**src/rtl/itc_pkg.sv**
```systemverilog
// shared types, constants and rounding functions of the intonation tone coder
package itc_pkg;

   // fixed-point layout
   localparam int FRACTION_BITS = 12;
   localparam int PITCH_W       = 16;
   localparam int STEP_W        = 13;
   localparam int LVL_W         = PITCH_W + 4;          // signed Q4.13 levels
   localparam int PROD_W        = LVL_W + STEP_W + 1;   // level delta times step
   localparam int ACC_W         = PROD_W + 2;           // rounding headroom
   localparam int SQ_W          = 2 * PITCH_W;
   localparam int SUM_W         = 48;
   localparam int TONE_W        = 3;

   // port widths
   localparam int CSR_ADDR_W  = 3;
   localparam int CSR_DATA_W  = 16;
   localparam int REQ_DATA_W  = 16;
   localparam int REQ_USER_W  = 2;
   localparam int RSP_FIELD_W = TONE_W + PITCH_W + SUM_W;
   localparam int RSP_DATA_W  = ((RSP_FIELD_W + 7) / 8) * 8;

   // register reset values
   localparam logic [PITCH_W-1:0] MID_RESET    = PITCH_W'(30720);
   localparam logic [PITCH_W-1:0] RANGE_RESET  = PITCH_W'(4096);
   localparam logic [STEP_W-1:0]  HIGHER_RESET = STEP_W'(2048);
   localparam logic [STEP_W-1:0]  LOWER_RESET  = STEP_W'(2048);
   localparam logic [STEP_W-1:0]  UP_RESET     = STEP_W'(1024);
   localparam logic [STEP_W-1:0]  DOWN_RESET   = STEP_W'(1024);

   typedef enum logic [TONE_W-1:0] {
      TONE_M = 3'd0,
      TONE_S = 3'd1,
      TONE_T = 3'd2,
      TONE_H = 3'd3,
      TONE_U = 3'd4,
      TONE_B = 3'd5,
      TONE_L = 3'd6,
      TONE_D = 3'd7
   } tone_type;

   typedef enum logic [CSR_ADDR_W-1:0] {
      CSR_MID_LEVEL   = 3'd0,
      CSR_PITCH_RANGE = 3'd1,
      CSR_HIGHER_STEP = 3'd2,
      CSR_LOWER_STEP  = 3'd3,
      CSR_UP_STEP     = 3'd4,
      CSR_DOWN_STEP   = 3'd5
   } csr_index_type;

   typedef enum logic [2:0] {
      ST_IDLE,
      ST_SCAN,
      ST_DRAIN,
      ST_PICK,
      ST_SQUARE,
      ST_WRITE
   } state_type;

   // controller to datapath
   typedef struct packed {
      logic     capture;
      logic     issue;
      tone_type issue_tone;
      logic     compare;
      tone_type cmp_tone;
      logic     pick;
      logic     square;
      logic     write;
   } cmd_type;

   // datapath to controller
   typedef struct packed {
      logic jump_in;
      logic out_free;
   } status_type;

   // clamp a signed value to the unsigned pitch range
   function automatic logic [PITCH_W-1:0] sat_pitch(input logic signed [ACC_W-1:0] r);
      logic signed [ACC_W-1:0] top;
      top = $signed({{(ACC_W-PITCH_W){1'b0}}, {PITCH_W{1'b1}}});
      if (r < 0) begin
         return '0;
      end else if (r > top) begin
         return {PITCH_W{1'b1}};
      end else begin
         return r[PITCH_W-1:0];
      end
   endfunction

   // Q4.13 level to Q4.12, half up, saturated
   function automatic logic [PITCH_W-1:0] round_level(input logic signed [LVL_W-1:0] lvl2);
      logic signed [ACC_W-1:0] r;
      r = (ACC_W'(lvl2) + ACC_W'(1)) >>> 1;
      return sat_pitch(r);
   endfunction

   // Q4.(13+fraction) value to Q4.12, half up, saturated
   function automatic logic [PITCH_W-1:0] round_step(input logic signed [ACC_W-1:0] v);
      logic signed [ACC_W-1:0] r;
      r = (v + (ACC_W'(1) <<< FRACTION_BITS)) >>> (FRACTION_BITS + 1);
      return sat_pitch(r);
   endfunction

   function automatic logic [PITCH_W-1:0] abs_diff(input logic [PITCH_W-1:0] a,
                                                  input logic [PITCH_W-1:0] b);
      return (a > b) ? (a - b) : (b - a);
   endfunction

endpackage

```
**src/rtl/itc_ctrl.sv**
```systemverilog
// sequencer of the intonation tone coder: walks the candidate tones and the finish steps
module itc_ctrl import itc_pkg::*; (
   input  logic       clock,
   input  logic       reset,
   input  logic       req_tvalid,
   input  status_type sts,
   output logic       req_tready,
   output cmd_type    cmd
);

   state_type state_ff, state_in;
   tone_type  cnt_ff, cnt_in;

   // state and tone counter
   always_ff @(posedge clock) begin
      if (reset) begin
         state_ff <= ST_IDLE;
         cnt_ff   <= TONE_S;
      end else begin
         state_ff <= state_in;
         cnt_ff   <= cnt_in;
      end
   end

   // next state and commands
   always_comb begin
      state_in       = state_ff;
      cnt_in         = cnt_ff;
      req_tready     = 1'b0;
      cmd            = '0;
      cmd.issue_tone = cnt_ff;
      cmd.cmp_tone   = TONE_S;
      unique case (state_ff)
         ST_IDLE: begin
            req_tready = 1'b1;
            cnt_in     = TONE_S;
            if (req_tvalid) begin
               cmd.capture = 1'b1;
               state_in    = sts.jump_in ? ST_PICK : ST_SCAN;
            end
         end
         ST_SCAN: begin
            // multiply for this tone, judge the one issued in the cycle before
            cmd.issue = 1'b1;
            if (cnt_ff != TONE_S) begin
               cmd.compare  = 1'b1;
               cmd.cmp_tone = tone_type'(TONE_W'(cnt_ff - 3'd1));
            end
            cnt_in = tone_type'(TONE_W'(cnt_ff + 3'd1));
            if (cnt_ff == TONE_D) begin
               state_in = ST_DRAIN;
            end
         end
         ST_DRAIN: begin
            cmd.compare  = 1'b1;
            cmd.cmp_tone = TONE_D;
            state_in     = ST_SQUARE;
         end
         ST_PICK: begin
            cmd.pick = 1'b1;
            state_in = ST_SQUARE;
         end
         ST_SQUARE: begin
            cmd.square = 1'b1;
            state_in   = ST_WRITE;
         end
         ST_WRITE: begin
            if (sts.out_free) begin
               cmd.write = 1'b1;
               state_in  = ST_IDLE;
            end
         end
         default: begin
            state_in = ST_IDLE;
         end
      endcase
   end

endmodule

```
**src/rtl/itc_dp.sv**
```systemverilog
// datapath of the intonation tone coder: registers, step multiplier, tone compare, error total
module itc_dp import itc_pkg::*; (
   input  logic                  clock,
   input  logic                  reset,
   input  cmd_type               cmd,
   input  logic [REQ_DATA_W-1:0] req_tdata,
   input  logic [REQ_USER_W-1:0] req_tuser,
   input  logic                  rsp_tready,
   input  logic                  csr_we,
   input  logic [CSR_ADDR_W-1:0] csr_addr,
   input  logic [CSR_DATA_W-1:0] csr_wdata,
   output status_type            sts,
   output logic                  rsp_tvalid,
   output logic [RSP_DATA_W-1:0] rsp_tdata
);

   logic [PITCH_W-1:0] mid_ff, range_ff;
   logic [STEP_W-1:0]  higher_ff, lower_ff, up_ff, down_ff;

   logic [PITCH_W-1:0] target_ff, prev_ff, best_est_ff, best_diff_ff;
   tone_type           best_tone_ff;
   logic [SUM_W-1:0]   total_ff, total_in;
   logic [SQ_W-1:0]    sq_ff;
   logic signed [PROD_W-1:0] prod_ff, prod_in;
   logic               rsp_valid_ff;
   logic [RSP_DATA_W-1:0] rsp_data_ff;

   logic signed [LVL_W-1:0] mid2, range_s, top2, bot2, last2, t2;
   logic signed [LVL_W-1:0] lvl_sel, delta, dm, top_gap, bot_gap;
   logic [STEP_W-1:0]       step_sel;
   logic signed [ACC_W-1:0] step_acc;
   logic [PITCH_W-1:0]      cand_est, cand_diff, pick_est, err;
   tone_type                pick_tone;
   logic [SUM_W:0]          sum_wide;

   // configuration registers
   always_ff @(posedge clock) begin
      if (reset) begin
         mid_ff    <= MID_RESET;
         range_ff  <= RANGE_RESET;
         higher_ff <= HIGHER_RESET;
         lower_ff  <= LOWER_RESET;
         up_ff     <= UP_RESET;
         down_ff   <= DOWN_RESET;
      end else if (csr_we) begin
         unique case (csr_index_type'(csr_addr))
            CSR_MID_LEVEL:   mid_ff    <= csr_wdata[PITCH_W-1:0];
            CSR_PITCH_RANGE: range_ff  <= csr_wdata[PITCH_W-1:0];
            CSR_HIGHER_STEP: higher_ff <= csr_wdata[STEP_W-1:0];
            CSR_LOWER_STEP:  lower_ff  <= csr_wdata[STEP_W-1:0];
            CSR_UP_STEP:     up_ff     <= csr_wdata[STEP_W-1:0];
            CSR_DOWN_STEP:   down_ff   <= csr_wdata[STEP_W-1:0];
            default: ;
         endcase
      end
   end

   // levels in Q4.13
   assign mid2    = $signed({{(LVL_W-PITCH_W-1){1'b0}}, mid_ff, 1'b0});
   assign range_s = $signed({{(LVL_W-PITCH_W){1'b0}}, range_ff});
   assign top2    = mid2 + range_s;
   assign bot2    = mid2 - range_s;
   assign last2   = $signed({{(LVL_W-PITCH_W-1){1'b0}}, prev_ff, 1'b0});
   assign t2      = $signed({{(LVL_W-PITCH_W-1){1'b0}}, target_ff, 1'b0});

   // step multiplier operands
   always_comb begin
      unique case (cmd.issue_tone)
         TONE_H:  begin lvl_sel = top2; step_sel = higher_ff; end
         TONE_U:  begin lvl_sel = top2; step_sel = up_ff;     end
         TONE_L:  begin lvl_sel = bot2; step_sel = lower_ff;  end
         TONE_D:  begin lvl_sel = bot2; step_sel = down_ff;   end
         default: begin lvl_sel = top2; step_sel = higher_ff; end
      endcase
   end

   assign delta   = lvl_sel - last2;
   assign prod_in = PROD_W'(delta) * PROD_W'($signed({1'b0, step_sel}));

   // candidate estimate for the tone being judged
   assign step_acc = ACC_W'(prod_ff) + (ACC_W'(last2) <<< FRACTION_BITS);

   always_comb begin
      unique case (cmd.cmp_tone)
         TONE_M:  cand_est = mid_ff;
         TONE_S:  cand_est = prev_ff;
         TONE_T:  cand_est = round_level(top2);
         TONE_B:  cand_est = round_level(bot2);
         default: cand_est = round_step(step_acc);
      endcase
   end

   assign cand_diff = abs_diff(cand_est, target_ff);

   // pause or first word: nearest of top, bottom, mid
   assign dm      = (t2 >= mid2) ? (t2 - mid2) : (mid2 - t2);
   assign top_gap = top2 - t2;
   assign bot_gap = t2 - bot2;

   always_comb begin
      priority if (top_gap < dm) begin
         pick_tone = TONE_T;
         pick_est  = round_level(top2);
      end else if (bot_gap < dm) begin
         pick_tone = TONE_B;
         pick_est  = round_level(bot2);
      end else begin
         pick_tone = TONE_M;
         pick_est  = mid_ff;
      end
   end

   // saturating error total
   assign err      = abs_diff(best_est_ff, target_ff);
   assign sum_wide = {1'b0, total_ff} + (SUM_W + 1)'(sq_ff);
   assign total_in = sum_wide[SUM_W] ? {SUM_W{1'b1}} : sum_wide[SUM_W-1:0];

   // running state
   always_ff @(posedge clock) begin
      if (reset) begin
         prev_ff  <= '0;
         total_ff <= '0;
      end else if (cmd.capture && req_tuser[1]) begin
         prev_ff  <= '0;
         total_ff <= '0;
      end else if (cmd.write) begin
         prev_ff  <= best_est_ff;
         total_ff <= total_in;
      end
   end

   // working registers
   always_ff @(posedge clock) begin
      if (cmd.capture) begin
         target_ff <= req_tdata[PITCH_W-1:0];
      end
      if (cmd.issue) begin
         prod_ff <= prod_in;
      end
      if (cmd.compare && (cmd.cmp_tone == TONE_S || cand_diff < best_diff_ff)) begin
         best_tone_ff <= cmd.cmp_tone;
         best_est_ff  <= cand_est;
         best_diff_ff <= cand_diff;
      end else if (cmd.pick) begin
         best_tone_ff <= pick_tone;
         best_est_ff  <= pick_est;
      end
      if (cmd.square) begin
         sq_ff <= SQ_W'(err) * SQ_W'(err);
      end
   end

   // result word register
   always_ff @(posedge clock) begin
      if (reset) begin
         rsp_valid_ff <= 1'b0;
      end else if (cmd.write) begin
         rsp_valid_ff <= 1'b1;
      end else if (rsp_tready) begin
         rsp_valid_ff <= 1'b0;
      end
   end

   always_ff @(posedge clock) begin
      if (cmd.write) begin
         rsp_data_ff <= {{(RSP_DATA_W-RSP_FIELD_W){1'b0}}, total_in, best_est_ff, best_tone_ff};
      end
   end

   assign sts.jump_in  = |req_tuser;
   assign sts.out_free = !rsp_valid_ff || rsp_tready;
   assign rsp_tvalid   = rsp_valid_ff;
   assign rsp_tdata    = rsp_data_ff;

endmodule

```
**src/rtl/intonation_tone_coder_unit.sv**
```systemverilog
// top level of the intonation tone coder: sequencer plus datapath
// Codes one pitch target per input word into an intonation tone (M S T H U B L D), its
// Q4.12 estimate and a saturating Q24.24 running sum of squared errors. A word flagged
// first or after-pause is coded T, B or M by nearness to the key levels; any other word
// visits the seven tones S through D one per cycle on a shared step multiplier. The
// result sits in an output register, so the next word is taken while it waits; a
// result not taken stalls the following word in its last step only. The registers are to
// be written through the csr port while no word is in flight; the block itself does
// not enforce this.
module intonation_tone_coder_unit import itc_pkg::*; (
   input  logic                  clock,
   input  logic                  reset,
   input  logic                  req_tvalid,
   output logic                  req_tready,
   input  logic [REQ_DATA_W-1:0] req_tdata,   // target_pitch
   input  logic [REQ_USER_W-1:0] req_tuser,   // after_pause, first_item
   output logic                  rsp_tvalid,
   input  logic                  rsp_tready,
   output logic [RSP_DATA_W-1:0] rsp_tdata,   // tone_code, estimate, error_sum, zero pad
   input  logic                  csr_we,
   input  logic [CSR_ADDR_W-1:0] csr_addr,
   input  logic [CSR_DATA_W-1:0] csr_wdata
);

   cmd_type    cmd;
   status_type sts;

   itc_ctrl u_ctrl (
      .clock      (clock),
      .reset      (reset),
      .req_tvalid (req_tvalid),
      .sts        (sts),
      .req_tready (req_tready),
      .cmd        (cmd)
   );

   itc_dp u_dp (
      .clock      (clock),
      .reset      (reset),
      .cmd        (cmd),
      .req_tdata  (req_tdata),
      .req_tuser  (req_tuser),
      .rsp_tready (rsp_tready),
      .csr_we     (csr_we),
      .csr_addr   (csr_addr),
      .csr_wdata  (csr_wdata),
      .sts        (sts),
      .rsp_tvalid (rsp_tvalid),
      .rsp_tdata  (rsp_tdata)
   );

   // one word in flight: no acceptance right after an acceptance
   assert property (@(posedge clock) disable iff (reset)
      (req_tvalid && req_tready) |=> !req_tready)
      else $error("word accepted while another is in flight");

   // the sequencer drives at most one of capture, issue, pick, square and write at a time
   assert property (@(posedge clock) disable iff (reset)
      $onehot0({cmd.capture, cmd.issue, cmd.pick, cmd.square, cmd.write}))
      else $error("overlapping sequencer steps");

   // a result is written only into a free output register
   assert property (@(posedge clock) disable iff (reset)
      cmd.write |-> (!rsp_tvalid || rsp_tready))
      else $error("pending result overwritten");

endmodule
```
**config.mk**
```make
export PLATFORM = sky130hd
export DESIGN_NAME = intonation_tone_coder_unit
export DESIGN_NICKNAME = d
export VERILOG_FILES = /design/src/rtl/itc_pkg.sv /design/src/rtl/itc_ctrl.sv /design/src/rtl/itc_dp.sv /design/src/rtl/intonation_tone_coder_unit.sv
export SDC_FILE = /design/constraint.sdc
export NUM_CORES = 2
export LEC_CHECK = 0
export BUFFER_PORTS_ARGS = -buffer_cell sky130_fd_sc_hd__buf_2
export CORE_MARGIN = 2
export CORE_UTILIZATION = 31
export CTS_CLUSTER_DIAMETER = 100
export CTS_CLUSTER_SIZE = 14
export DETAILED_ROUTE_END_ITERATION = 16
export SLEW_MARGIN = 20
export SYNTH_ARGS = -nofsm -noshare
export SYNTH_HDL_FRONTEND = slang
export SYNTH_SLANG_ARGS = --single-unit
export TNS_END_PERCENT = 100
```
**constraint.sdc**
```tcl
create_clock -name clock -period 22 [get_ports clock]
set_clock_uncertainty 0.2 [all_clocks]
set_input_delay 2.2 -clock clock [delete_from_list [all_inputs] [get_ports clock]]
set_output_delay 2.2 -clock clock [all_outputs]
set_load 0.02 [all_outputs]
```
# Yosys cells after proc, flatten, opt, wreduce, memory -nomap -nowiden
# Cells that the tools add are included.
dict set report op_classes {
  n_addsub 18
  n_mul 2
  n_lt_le_gt_ge 12
  n_eq_ne 20
  muxes 39
  reduce_logical 22
}
# operator n
set ops {}
lappend ops {{16-bit 2-to-1 mux} 12}
lappend ops {{16-bit one-hot mux with 4 select lines} 1}
lappend ops {{16-bit subtractor} 4}
lappend ops {{48-bit by 32-bit adder with 49-bit output} 1}
lappend ops {{48-bit 2-to-1 mux} 1}
lappend ops {{20-bit less-than comparator} 2}
lappend ops {{20-bit 2-to-1 mux} 2}
lappend ops {{20-bit by 18-bit subtractor with 20-bit output} 2}
lappend ops {{13-bit one-hot mux with 3 select lines} 1}
lappend ops {{35-bit by 14-bit adder with 36-bit output (second input constant)} 1}
lappend ops {{17-bit by 17-bit subtractor with 18-bit output} 2}
lappend ops {{34-bit by 30-bit adder with 35-bit output} 1}
lappend ops {{20-bit by 14-bit multiplier with 34-bit output} 1}
lappend ops {{16-bit greater-than comparator} 2}
lappend ops {{16-bit by 16-bit multiplier with 32-bit output} 1}
lappend ops {{3-bit equality test (second input constant)} 8}
lappend ops {{23-bit by 17-bit greater-than comparator with 1-bit output (second input constant)} 1}
lappend ops {{23-bit by 1-bit less-than comparator with 1-bit output (second input constant)} 1}
lappend ops {{3-bit 2-to-1 mux} 7}
lappend ops {{20-bit by 17-bit greater-than comparator with 1-bit output (second input constant)} 1}
lappend ops {{20-bit by 1-bit less-than comparator with 1-bit output (second input constant)} 1}
lappend ops {{18-bit by 1-bit adder with 19-bit output (second input constant)} 1}
lappend ops {{18-bit by 2-bit adder with 19-bit output (second input constant)} 1}
lappend ops {{18-bit by 18-bit subtractor with 19-bit output} 1}
lappend ops {{other kinds (27)} 57}
dict set report word_totals {
  regBits 339
  inputBits 42
  out_inout_bits 74
}

# Logic depth before layout (Yosys ltp)
dict set report logic_depth {
  depth_word 12
  ltp_mapped 43
}

# Modules after synthesis
# A second synthesis with hierarchy kept.
dict set report hier_totals {
  hier_cells 4778
  area_unflattened_um2 41596.1
}
# mod instances cells_each area_per_inst_um2 seq_area_each_um2
set by_module_without_submodules {}
lappend by_module_without_submodules {itc_dp 1 4722 41160.7 8117.8}
lappend by_module_without_submodules {itc_ctrl 1 56 435.4 120.1}

# Worst setup path before layout
# Ideal clock, no wire load.
dict set report synth_timing {
  path_kind {reg2reg}
  start {register u_ctrl.cnt_ff[0]}
  end {register u_dp.prod_ff[33], data pin}
  setup_ns 0.264
  arrival_ns 9.509
  t_required_ns 21.536
  setup_slack_ns 12.028
  path_stages_with_launch 43
  path_buffers 4
  synth_period_minus_slack_ns 9.972
  cell_sequence {dfxtp_1 inv_1 ha_1 and2_1 clkbuf_1 clkbuf_1 or2_2 clkbuf_1 clkbuf_1 o21ai_0 ha_1 fa_1 nor2b_1 o31a_1 o211ai_1 a21oi_1 o31a_1 a41o_1 [... 7 more ...] fa_1 inv_1 fa_1 inv_1 fa_1 fa_1 ha_1 a21o_1 a21o_1 a21o_1 a21o_1 a21oi_1 o22ai_1 o31a_1 o21ai_0 nand2_1 a211oi_1 xnor2_1}
}
dict set report synth_between {
  elab_chain_len 5
  elab_cells_between_ends 8
  classes_between {add/sub (1); mul (1); eq/ne (3); mux (2); reduce/logical (1)}
}
# item line_no
set synth_rtl {}
lappend synth_rtl {{start, declared} itc_ctrl.sv:12} ;# tone_type cnt_ff, cnt_in;
lappend synth_rtl {{start signal, assigned} itc_ctrl.sv:21} ;# cnt_ff <= cnt_in;
lappend synth_rtl {{3-bit equality test} itc_dp.sv:68} ;# unique case (cmd.issue_tone)
lappend synth_rtl {{2-bit OR reduction (no line)} --}
lappend synth_rtl {{20-bit 2-to-1 mux} itc_dp.sv:68}
lappend synth_rtl {{20-bit by 18-bit subtractor with 20-bit output} itc_dp.sv:77} ;# assign delta = lvl_sel - last2;
lappend synth_rtl {{20-bit by 14-bit multiplier with 34-bit output *} itc_dp.sv:78} ;# assign prod_in = PROD_W'(delta) * PROD_W'($signed({1'b0, step_sel}));
lappend synth_rtl {{net u_dp.prod_in[33]} itc_dp.sv:24} ;# logic signed [PROD_W-1:0] prod_ff, prod_in;
lappend synth_rtl {{end signal, assigned} itc_dp.sv:138} ;# prod_ff <= prod_in;
lappend synth_rtl {{end, declared} itc_dp.sv:24}
# The timed path passes the listed nets; every way through them passes the cells marked *.
# A chain may end at the register's enable or synchronous reset.

# Worst setup path in the final report
dict set report layout_timing {
  start {register u_dp.mid_ff[1]}
  end {register u_dp.prod_ff[26], data pin}
}
dict set report layout_between {
  elab_chain_len 4
  elab_cells_between_ends 5
  classes_between {add/sub (3); mul (1); mux (1)}
}
# item line_no
set layout_rtl {}
lappend layout_rtl {{start, declared} itc_dp.sv:17} ;# logic [PITCH_W-1:0] mid_ff, range_ff;
lappend layout_rtl {{start signal, assigned} itc_dp.sv:47} ;# CSR_MID_LEVEL: mid_ff <= csr_wdata[PITCH_W-1:0];
lappend layout_rtl {{17-bit by 16-bit adder with 18-bit output or 17-bit by 16-bit subtractor with 18-bit output (tied branches)} {itc_dp.sv:61, itc_dp.sv:62}}
lappend layout_rtl {{20-bit 2-to-1 mux *} itc_dp.sv:68}
lappend layout_rtl {{20-bit by 18-bit subtractor with 20-bit output *} itc_dp.sv:77}
lappend layout_rtl {{20-bit by 14-bit multiplier with 34-bit output *} itc_dp.sv:78}
lappend layout_rtl {{net u_dp.prod_in[26]} itc_dp.sv:24}
# Marks and branches as above.

==> run summary <==
Core area = 135,000 sq um
Die X-Extent = 372 um
Post-route ant nets = 0
# rows = 135
Achievable frequency = 87.1 MHz
Crit path max fanout = 8
FF+latch area = 8240 sq um
Top FF cell, synth = edfxtp_1
Worst skew pair latency = 0.59 ns
Synth warn = 0
Max Cap Viol = 0
Clk sink count = 326
Starting DRT DRC Count = 2,924
Synth area leader = fa_1
Via density = 5.20
Total die area = 139,000 sq um
Setup repair bufs after CTS = 0
Yosys reg bits = 326
Hold Vio Cnt, Final = 0
H-tree Lvls = 2
Nets@finish = 5,843
Clock buffer depth = 3
WS Path Type = register to register
Top cell type's share of synthesized area = 20.0%
Drt wl/cell = 19.4 um
Worst path max stage delay = 0.90 ns
Top cell by count, worst path = fa_1
Worst setup SP type = register
DIE HEIGHT = 372 um
Area growth from synthesis to layout = 8.70%
All-Layer GR Usage = 18.5%
Port bufs = 110
First-pass GRT wire length = 200,000 um
Final period utilization = 52.2%
Synth area leaders = fa_1, ha_1, edfxtp_1
Avg Synthesized Cell Area = 8.58 sq um
Commonest non-fill, non-tap cell in the layout = inv_1
Final instance area = 45,700 sq um
Crit. End Element = register
Layout cells sized above 1 = 6.65%
Inserted Clock Buffers = 35
EDFF count, synth = 171
RD Place Congestion = 1.04
Final setup fails = 0
Multi-input logic area = 30,600 sq um
Clock root cell = clkbuf_16
RSZ-0062 raised after global routing = false
Drt drc = 0
Worst Tran Pin Value = 1.22 ns
Initial antenna violation count = 3
Hold WC Path Type = register to register
Async SR Flop Fraction = 0%
Post-CTS sizing = 0
Post-synthesis sequential area ratio = 19.6%
Vias in the first global route = 34,100
Hold_buf cts = 0
Max-slew violations = 0
Slew margin rel. = 18.3%
Clock Pin Slew Worst Setup and Hold Paths = 0.07 ns
WL final = 131,000 um
Status = complete, no violations
Vias = 35,000
Worst Path Arrival = 11.65 ns
Post-detail-place hpwl = 106,000 um
Remaining Overflow, GRT = 0
Synth Instances = 4,902
Pin count of the biggest net entering global routing = 91
Synth cell types = 106
CTS tree = yes
Min Tclk post-route = 11.48 ns
Ports = 116
Worst path slowest cell = o31ai_1
Starting Density = 31.1%
DP Area = 44,600 sq um
Fill cells = 14,100
Setup TNS = 0 ns
Synth Cell Area = 42,100 sq um
Pre-antenna DRT Iters = 8
Most frequent cells in the layout = inv_1, nand2_1, ha_1, nor2_1, fa_1
WP data required = 22.17 ns
[critical path: cells and delay by family (launching register included)]
family | cells | cell delay [ns]
AO/OA/AOI/OAI | 14 | 3.54
XOR/XNOR | 2 | 1.12
adder cells (fa/ha/maj) | 9 | 4.19
buffers and inverters | 2 | 0.34
flip-flops | 1 | 0.62
AND/OR/NAND/NOR | 6 | 1.26
[path summary, 6_finish.rpt]
path	slack [ns]	startpoint	cells after the start	endpoint
setup / recovery	10.52	u_dp.mid_ff[1]$_SDFFE_PP0P_	33	u_dp.prod_ff[26]$_DFFE_PP_
hold / removal	0.23	u_dp.best_tone_ff[0]$_DFFE_PP_	0	u_dp.rsp_tdata[0]$_DFFE_PP_
setup reg to reg	10.52	u_dp.mid_ff[1]$_SDFFE_PP0P_	33	u_dp.prod_ff[26]$_DFFE_PP_
hold reg to reg	0.23	u_dp.best_tone_ff[0]$_DFFE_PP_	0	u_dp.rsp_tdata[0]$_DFFE_PP_
[area by class of cell]
class                      instances  area share (%)
clock buffer                      48            2.12
sequential                       326            18.0
multi-input combinational       3724            67.0
antenna                            2          0.0109
clock inverter                    12           0.328
timing repair buffer             168            2.16
inverter                         673            5.53
tap                             1781            4.87
[cell usage after synthesis, drive strengths merged (89+ instances only)]
| cell type | count |
|---|---|
| fa | 421 |
| o21ai | 190 |
| nor2 | 454 |
| dfxtp | 155 |
| nand2 | 555 |
| xnor2 | 167 |
| ha | 452 |
| a21oi | 339 |
| edfxtp | 171 |
| nor3 | 89 |
| clkbuf | 154 |
| inv | 672 |
| a21o | 127 |
[state kept, by name, summed over array words and instances, names as in the netlist, 16 cells and up]
signal	count
u_dp.prod_ff	22
u_dp.sq_ff	31
u_dp.prev_ff	16
u_dp.best_diff_ff	16
u_dp.total_ff	48
u_dp.target_ff	16
u_dp.best_est_ff	16
u_dp.mid_ff	16
u_dp.range_ff	16
u_dp.rsp_tdata	67
[routing by layer]
| layer | GRT usage (%) | share of wire, % | up-vias |
|---|---|---|---|
| met1 | 26.1 | 46 | 17200 |
| met4 | 5.63 | 3.0 | 4 |
| met5 | 0 | 0.018 | - |
| met2 | 29.4 | 45 | 1084 |
| li1 | - | - | 16500 |
| met3 | 2.25 | 6.0 | 171 |
[per-stage QoR]
| stage | worst slack (ns) | utilization [%] | instances | hold WS (ns) |
|---|---|---|---|---|
| global route | 9.96 | 33.8 | 6733 | 0.251 |
| CTS | 10.67 | 33.8 | 6732 | 0.231 |
| finish | 10.52 | 33.8 | 6734 | 0.231 |
| floorplan | 12.03 | - | 4906 | 0.200 |
| detailed placement | 10.68 | 33.0 | 6672 | 0.212 |
| global placement | 10.90 | 33.0 | 6672 | 0.218 |
[logic make-up after synthesis]
kind of cell / Yosys count / share of synthesized area (%)
AOI/OAI and AO/OA: 1050 / 16.4
and+or+nand+nor: 1504 / 16.4
xor gates and xnor gates: 241 / 5.12
other: 1 / 0.00892
DFF: 326 / 19.6
muxes: 51 / 1.24
buffers and inverters: 856 / 7.75
adders and majority gates: 873 / 33.5
Power is not shown: default switching activity piles up to over one toggle a cycle in this logic, so the estimate is an artifact.
